--- config.mk ---
export PLATFORM = sky130hd
export DESIGN_NAME = pleu_cell
export DESIGN_NICKNAME = d
export VERILOG_FILES = /design/src/hdl/positional_list_engine_unit_macros.svh /design/src/hdl/pleu_pkg.sv /design/src/hdl/pleu_cell.sv
export SDC_FILE = /design/constraint.sdc
export NUM_CORES = 1
export LEC_CHECK = 0
export ABC_AREA = 1
export BUFFER_PORTS_ARGS = -buffer_cell sky130_fd_sc_hd__buf_4
export CORE_MARGIN = 2
export CORE_UTILIZATION = 36
export DETAILED_ROUTE_END_ITERATION = 16
export PLACE_DENSITY_LB_ADDON = 0.12
export SETUP_SLACK_MARGIN = 0.02
export SLEW_MARGIN = 20
export SYNTH_ARGS = -nofsm -noshare
export SYNTH_HDL_FRONTEND = slang
export SYNTH_SLANG_ARGS = --single-unit
--- constraint.sdc ---
create_clock -name clk_i -period 2.5 [get_ports clk_i]
set_clock_uncertainty 0.15 [all_clocks]
set_input_delay 0.25 -clock clk_i [delete_from_list [all_inputs] [get_ports clk_i]]
set_output_delay 0.25 -clock clk_i [all_outputs]
set_load 0.005 [all_outputs]
--- src/hdl/positional_list_engine_unit_macros.svh ---
// assertion macros shared by the positional list engine
`ifndef POSITIONAL_LIST_ENGINE_UNIT_MACROS_SVH
`define POSITIONAL_LIST_ENGINE_UNIT_MACROS_SVH

// condition must hold at every edge outside reset
`define PLEU_ASSERT_ALWAYS(label, cond, msg) \
  label: assert property (@(posedge clk_i) disable iff (!rst_ni) (cond)) \
    else $error(msg);

// consequent must hold in the same cycle as the antecedent
`define PLEU_ASSERT_IMPL(label, ante, cons, msg) \
  label: assert property (@(posedge clk_i) disable iff (!rst_ni) (ante) |-> (cons)) \
    else $error(msg);

// consequent must hold in the cycle after the antecedent
`define PLEU_ASSERT_NEXT(label, ante, cons, msg) \
  label: assert property (@(posedge clk_i) disable iff (!rst_ni) (ante) |=> (cons)) \
    else $error(msg);

`endif

--- src/hdl/pleu_pkg.sv ---
// package with types, codes and defaults of the positional list engine
package pleu_pkg;

  // default sizes
  localparam int unsigned CAPACITY_DEF   = 256;
  localparam int unsigned ELEM_WIDTH_DEF = 32;

  // fixed field widths
  localparam int unsigned REQ_TYPE_W = 3;
  localparam int unsigned POS_W      = 9;
  localparam int unsigned VALUE_W    = 32;
  localparam int unsigned STATUS_W   = 2;
  localparam int unsigned COUNT_W    = 9;

  // request codes
  typedef enum logic [REQ_TYPE_W-1:0] {
    REQ_ADD_FRONT    = 3'd0,
    REQ_ADD_REAR     = 3'd1,
    REQ_REMOVE_FRONT = 3'd2,
    REQ_REMOVE_REAR  = 3'd3,
    REQ_INSERT_AT    = 3'd4,
    REQ_REMOVE_AT    = 3'd5
  } req_type_e;

  // result status codes
  typedef enum logic [STATUS_W-1:0] {
    ST_OK    = 2'd0,
    ST_UNDER = 2'd1,
    ST_RANGE = 2'd2,
    ST_FULL  = 2'd3
  } status_e;

  // action broadcast to every cell of the chain
  typedef enum logic [1:0] {
    CELL_HOLD   = 2'd0,
    CELL_INSERT = 2'd1,
    CELL_REMOVE = 2'd2
  } cell_op_e;

  // controller states
  typedef enum logic [1:0] {
    CTL_IDLE = 2'd0,
    CTL_BUSY = 2'd1,
    CTL_DONE = 2'd2
  } ctl_state_e;

  // request transaction payload
  typedef struct packed {
    logic [REQ_TYPE_W-1:0] req_type;
    logic [POS_W-1:0]      position;
    logic [VALUE_W-1:0]    value;
  } req_t;

  // result transaction payload
  typedef struct packed {
    logic [VALUE_W-1:0]  removed_value;
    logic [STATUS_W-1:0] status;
    logic [COUNT_W-1:0]  count_after;
  } rsp_t;

endpackage

--- src/hdl/pleu_cell.sv ---
// one storage cell of the element chain
module pleu_cell #(
  parameter int unsigned IW  = 8,
  parameter int unsigned W   = 32,
  parameter int unsigned POS = 0
) (
  input  logic               clk_i,
  input  pleu_pkg::cell_op_e op_i,
  input  logic [IW-1:0]      idx_i,
  input  logic [W-1:0]       value_i,
  input  logic [W-1:0]       left_i,
  input  logic [W-1:0]       right_i,
  output logic [W-1:0]       val_o,
  output logic [W-1:0]       tap_o
);
  import pleu_pkg::*;

  localparam logic [IW-1:0] MY_IDX = IW'(POS);

  logic [W-1:0] val_q;
  logic [W-1:0] val_d;

  // insert shifts toward the rear, remove pulls from the rear neighbor
  always_comb begin
    val_d = val_q;
    case (op_i)
      CELL_INSERT: begin
        if (MY_IDX > idx_i) begin
          val_d = left_i;
        end else if (MY_IDX == idx_i) begin
          val_d = value_i;
        end
      end
      CELL_REMOVE: begin
        if (MY_IDX >= idx_i) begin
          val_d = right_i;
        end
      end
      default: begin
        val_d = val_q;
      end
    endcase
  end

  // element register
  always_ff @(posedge clk_i) begin
    val_q <= val_d;
  end

  // hand out the element being removed, zero otherwise
  assign tap_o = (op_i == CELL_REMOVE && MY_IDX == idx_i) ? val_q : '0;
  assign val_o = val_q;

endmodule

==> results of run 1 <==
[critical path: stages]
cell	delay, ns
sky130_fd_sc_hd__buf_4	0.11
sky130_fd_sc_hd__nor2_1	0.10
sky130_fd_sc_hd__nand2_1	0.09
sky130_fd_sc_hd__nor2_4	0.15
sky130_fd_sc_hd__nand2_4	0.20
sky130_fd_sc_hd__buf_4	0.28
sky130_fd_sc_hd__nor2_1	0.11
sky130_fd_sc_hd__buf_4	0.12
[report_power, final]
| part | total (mW) | switching [mW] | internal [mW] | leakage, nW |
|---|---|---|---|---|
| logic | 0.153 | 0.0569 | 0.0960 | 1.29 |
| clock network | 0.371 | 0.178 | 0.194 | 0.0399 |
| registers | 0.597 | 0.000577 | 0.596 | 0.280 |
[cell usage in the layout (no fill, tap or decap)]
cell                         n
sky130_fd_sc_hd__buf_4     143
sky130_fd_sc_hd__nand2_1   100
sky130_fd_sc_hd__inv_1      33
sky130_fd_sc_hd__edfxtp_1   32
sky130_fd_sc_hd__nor2_2     29
sky130_fd_sc_hd__nor2_1      8
sky130_fd_sc_hd__clkbuf_8    5
sky130_fd_sc_hd__clkbuf_1    2
sky130_fd_sc_hd__nand2_2     1
sky130_fd_sc_hd__inv_2       1
sky130_fd_sc_hd__nor2_4      1
sky130_fd_sc_hd__nand2_4     1
sky130_fd_sc_hd__clkinv_1    1
[path summary, 6_finish.rpt]
check | startpoint | end | cells after the start
setup / recovery | idx_i[1] | tap_o[0] | 8
hold / removal | right_i[5] | val_o[5] | 3
[kinds of logic after synthesis]
logic type / synth area share
and+or+nand+nor: 0.349
buffers and inverters: 0.106
DFF: 0.545
[cell type report]
cell class                 instances  area, um2  share of cell area
tap                               67       83.8              0.0285
timing repair buffer             143       1070               0.365
clock buffer                       7       76.3              0.0259
inverter                          34        128              0.0434
clock inverter                     1       3.75             0.00128
multi-input combinational        140        616               0.209
sequential                        32        961               0.327
[metal layers]
layer / vias up / track usage / part of all wire
met5: - / 0 / 0
met3: 7 / 0.0434 / 0.085
li1: 916 / - / -
met1: 775 / 0.171 / 0.36
met2: 73 / 0.306 / 0.54
met4: 0 / 0.0646 / 0.016
==> results.md, run 1 <==
* Num ports at 171
* Drt first-iter violations at 39
* Area growth syn-to-layout at 66.7%
* Max FO, Critical Path at 19
* Number of global-route vias before repair at 1,526
* Final instance area at 0.00294 mm2
* DR DRC count at 0
* Clock sink count at 32
* Die Wd at 74.0 um
* Library cell with the highest instance count after synthesis: sky130_fd_sc_hd__nand2_1
* Global Route Usage Sum at 0.162
* Placed cell count at 416
* Hold-fix buffers, CTS at 0
* Vertical die dimension at 74.0 um
* Final std cells w/o fill at 424
* Total nets after synthesis at 322
* Worst-case vdd ir drop at 0.299 mV
* Ys flop type: sky130_fd_sc_hd__edfxtp_1
* Pin count of the biggest net entering global routing at 33
* Element type at the critical path end: output port
* Startpoint type of the worst setup path: input port
* Final number of max-transition violations at 0
* Number of synthesis warnings at 0
* Unique masters post-synth at 12
* Total negative setup slack at 0 ns
* Hold/Removal Path Class: in -> reg
* Setup slack of the critical path after layout at 0.690 ns
* Outcome: completed
* Top achievable clock speed at 0.552 GHz
* CP arrival at 1.41 ns
* Number of endpoints failing setup at the final stage at 0
* Place WS at 0.655 ns
* Max_slew headroom at 0.774
* Global-route wire length before repair at 6730 um
* Gpl congestion at 0.711
* Initial antenna violation count at 0
* Async set-or-reset flop fraction in the synthesized netlist at 0
* Effective utilization at floorplan at 0.374
* Utilization of the core after routing at 0.623
* Number of inserted diodes at 0
* Total of buffers placed on input and output ports at 138
* Post-DP HPWL at 3500 um
* Max-capacitance violation count at 0
* PostCTS Resize Cnt at 0
* Number of flip-flops in the largest register at 32
* Average routed wire per standard cell at 10.8 um
* Final critical delay including setup and external delays at 1.81 ns
* Residual overflow from global routing at 0
* Final period util at 0.724
* Synthesized area per cell at 8.21 um2
* Site row count at 25
* Number of standard cells after synthesis at 215
* Core area at 0.00472 mm2
* Final-layout fill cell count at 450
* Type of the setup path with the least slack: in -> out
* Post-synthesis instance area at 0.00176 mm2
* Post-synth top area share at 0.545
* Final layout net count at 463
* TritonCTS clock tree: yes
* FF+latch count, synth at 32
* Share of layout cells above drive strength 1 at 0.507
* Ratio of total power to cell area at 381 mW/mm2
* Hold_ws at 0.0865 ns
* Final hold vios at 0
* Die Outline Area at 0.00548 mm2
* Clock root buffer: sky130_fd_sc_hd__clkbuf_8
* Required time reported for the critical path endpoint at 2.10 ns
* Measured slew at the worst slew-check pin at 0.339 ns
* Number of H-tree levels at 2
* Most numerous cell types in the synthesized netlist: 100 x sky130_fd_sc_hd__nand2_1, 33 x sky130_fd_sc_hd__inv_1, 32 x sky130_fd_sc_hd__edfxtp_1
* Placed instance area at 0.00286 mm2
* Number of setup buffers added after CTS at 0
* Portion of the post-synthesis area used by sequential elements at 0.545
* Worst-path clk slew at 0.06 ns
* RSZ-0062 raised after global routing: false
* Detailed Routing Iterations Pass 1 at 4
* Cell type with the highest aggregate area in the netlist: sky130_fd_sc_hd__edfxtp_1
* Area contributors post-synth: sky130_fd_sc_hd__edfxtp_1 54%, sky130_fd_sc_hd__nand2_1 21%, sky130_fd_sc_hd__nor2_2 10%
* Total wire length after detailed routing at 4570 um
* Number of enable-type register cells in the synthesized netlist at 32
* Via count at 1,771
* Ratio of routed vias to standard cells at 4.18
* Antenna Nets Post-Route at 0
* Number of clock buffers inserted by TritonCTS at 5
* Leakage power total at 1.61 nW
* Clock buffer depth at 2
* Overall power consumption at 1.12 mW
(Power assumes the default switching activity.)
==> run 2, diff against run 1 <==
==> constraint.sdc (replaced) <==
create_clock -name clk_i -period 1.8 [get_ports clk_i]
set_clock_uncertainty 0.15 [all_clocks]
set_input_delay 0.18 -clock clk_i [delete_from_list [all_inputs] [get_ports clk_i]]
set_output_delay 0.18 -clock clk_i [all_outputs]
set_load 0.005 [all_outputs]
==> results.md, run 2 (synthesis results as in run 1) <==
* Max FO, Critical Path at 15 (-4)
* Leakage power total at 1.62 nW (+0.73%)
* Final period util at 0.848
* Final critical delay including setup and external delays at 1.53 ns
* Global Route Usage Sum at 0.160 (-0.00276)
* Measured slew at the worst slew-check pin at 0.339 ns (-0.000378 ns)
* Via count at 1,735 (-2.0%)
* Clock root buffer: sky130_fd_sc_hd__clkbuf_8
* Residual overflow from global routing at 0 (unchanged)
* Net switching fraction of the power at 0.214 (+0.00467)
* Required time reported for the critical path endpoint at 1.47 ns (-0.63 ns)
* Clock buffer depth at 2 (unchanged)
* Most common cell after layout, fill and taps aside: sky130_fd_sc_hd__buf_4
* Critical path origin: idx_i[1]
* Drt first-iter violations at 38 (-2.6%)
* Number of setup buffers added after CTS at 0 (unchanged)
* Gpl congestion at 0.675 (-5.1%)
* Number of clock buffers inserted by TritonCTS at 5 (unchanged)
* Outcome: completed
* Effective utilization at floorplan at 0.374 (unchanged)
* Placed cell count at 417 (+0.24%)
* Startpoint type of the worst setup path: input port
* Type of the setup path with the least slack: in -> out
* Post-DP HPWL at 3430 um (-2.1%)
* Num ports at 171 (unchanged)
* PostCTS Resize Cnt at 0 (unchanged)
* Antenna Nets Post-Route at 0 (unchanged)
* Number of global-route vias before repair at 1,516 (-0.66%)
* Number of inserted diodes at 0 (unchanged)
* Ratio of total power to cell area at 525 mW/mm2 (+38%)
* End of the critical path: tap_o[1]
* Worst-case vdd ir drop at 0.317 mV (+6.0%)
* Worst-path clk slew at 0.07 ns (about the same)
* Number of flip-flops in the largest register at 32 (unchanged)
* Max-capacitance violation count at 0 (unchanged)
* Top achievable clock speed at 0.656 GHz
* Routing usage on met2 at 0.302 (-0.00397)
* Hold-fix buffers, CTS at 0 (unchanged)
* Switching component of the power at 334 uW (+42%)
* Share of layout cells above drive strength 1 at 0.517 (+0.00976)
* Area growth syn-to-layout at 68.2%
* Pin count of the biggest net entering global routing at 33 (unchanged)
* Total wire length after detailed routing at 4480 um (-1.9%)
* Vertical die dimension at 74.0 um (unchanged)
* Routing usage on met3 at 0.0339 (-0.00949)
* Max_slew headroom at 0.774 (about the same)
* Sequential share of power at 0.532 (about the same)
* Combinational fraction of design power at 0.136 (about the same)
* Detailed Routing Iterations Pass 1 at 4 (unchanged)
* Number of H-tree levels at 2 (unchanged)
* RSZ-0062 raised after global routing: false
* Element type at the critical path end: output port
* Total negative setup slack at 0 ns (unchanged)
* Internal power of the cells at 1.22 mW (+38%)
* Die Wd at 74.0 um (unchanged)
* Total of buffers placed on input and output ports at 138 (unchanged)
* DR DRC count at 0 (unchanged)
* Clock sink count at 32 (unchanged)
* Hold/Removal Path Class: in -> reg
* Met1 track demand over resource at 0.171 (+0.000296)
* Ratio of routed vias to standard cells at 4.08 (-2.3%)
* Average routed wire per standard cell at 10.5 um (-2.1%)
* TritonCTS clock tree: yes
* Final number of max-transition violations at 0 (unchanged)
* Initial antenna violation count at 0 (unchanged)
* Commonest cells after routing, fill and taps aside: 143 x sky130_fd_sc_hd__buf_4, 99 x sky130_fd_sc_hd__nand2_1, 33 x sky130_fd_sc_hd__inv_1, 32 x sky130_fd_sc_hd__edfxtp_1, 29 x sky130_fd_sc_hd__nor2_2
* Number of endpoints failing setup at the final stage at 0 (unchanged)
* Global-route wire length before repair at 6620 um (-1.7%)
* Site row count at 25 (unchanged)
* Gr busiest metal: met2
* Final hold vios at 0 (unchanged)
* Die Outline Area at 0.00548 mm2 (unchanged)
* Final layout net count at 464 (+0.22%)
* Final std cells w/o fill at 425 (+0.24%)
* Core area at 0.00472 mm2 (unchanged)
* Utilization of the core after routing at 0.628 (+0.00530)
* CP arrival at 1.20 ns (-0.21 ns)
* Overall power consumption at 1.56 mW (+39%)
* Share of total power in the clock network at 0.331 (about the same)
==> run 2: worst max-delay path, stage by stage <==
cell                      delay (ns)
sky130_fd_sc_hd__buf_4          0.11
sky130_fd_sc_hd__nor2_1         0.09
sky130_fd_sc_hd__nand2_1        0.09
sky130_fd_sc_hd__nor2_4         0.14
sky130_fd_sc_hd__nand2_4        0.13
sky130_fd_sc_hd__buf_4          0.24
sky130_fd_sc_hd__nor2_1         0.11
sky130_fd_sc_hd__buf_4          0.12
==> run 2: layer usage <==
| metal | part of all wire | wire length (um) |
|---|---|---|
| met5 | 0 | 0 |
| met4 | 0.014 | 64 |
| met3 | 0.080 | 359 |
| met2 | 0.53 | 2390 |
| met1 | 0.37 | 1660 |
==> run 2: metrics by stage <==
| stage | setup WS [ns] | cell area (um2) | hold WS, ns |
|---|---|---|---|
| after floorplan | 0.156 | 1770 | 0.209 |
| after global placement | 0.217 | 2880 | 0.292 |
| after detailed placement | 0.215 | 2880 | 0.299 |
| after CTS | 0.245 | 2970 | 0.00440 |
| after global routing | 0.157 | 2970 | 0.00896 |
| final | 0.274 | 2970 | 0.0145 |
==> run 2: cell type report <==
| cell class | count | area [um2] |
|---|---|---|
| Tap cell | 67 | 83.8 |
| Clock buffer | 5 | 68.8 |
| Sequential cell | 32 | 961 |
| Inverter | 34 | 128 |
| Clock inverter | 3 | 13.8 |
| Multi-Input combinational cell | 140 | 618 |
| Fill cell | 457 | 1760 |
| Timing Repair Buffer | 144 | 1090 |
==> run 2: how the worst min path moves through the flow <==
stage | startpoint | cells after the start | to
after detailed placement | right_i[15] | 3 | val_o[15]
after CTS | right_i[27] | 3 | val_o[27]
after global routing | right_i[2] | 3 | val_o[2]
final | right_i[10] | 3 | val_o[10]
after floorplan | right_i[0] | 2 | val_o[0]
after global placement | right_i[7] | 3 | val_o[7]
==> run 2: power by group through the flow <==
stage | sequential (mW) | clock, mW | combinational, mW
after floorplan | 0.845 | 0 | 0.0757
after global placement | 0.845 | 0 | 0.209
after detailed placement | 0.845 | 0 | 0.216
after CTS | 0.829 | 0.540 | 0.216
after global routing | 0.828 | 0.564 | 0.241
final | 0.829 | 0.516 | 0.212
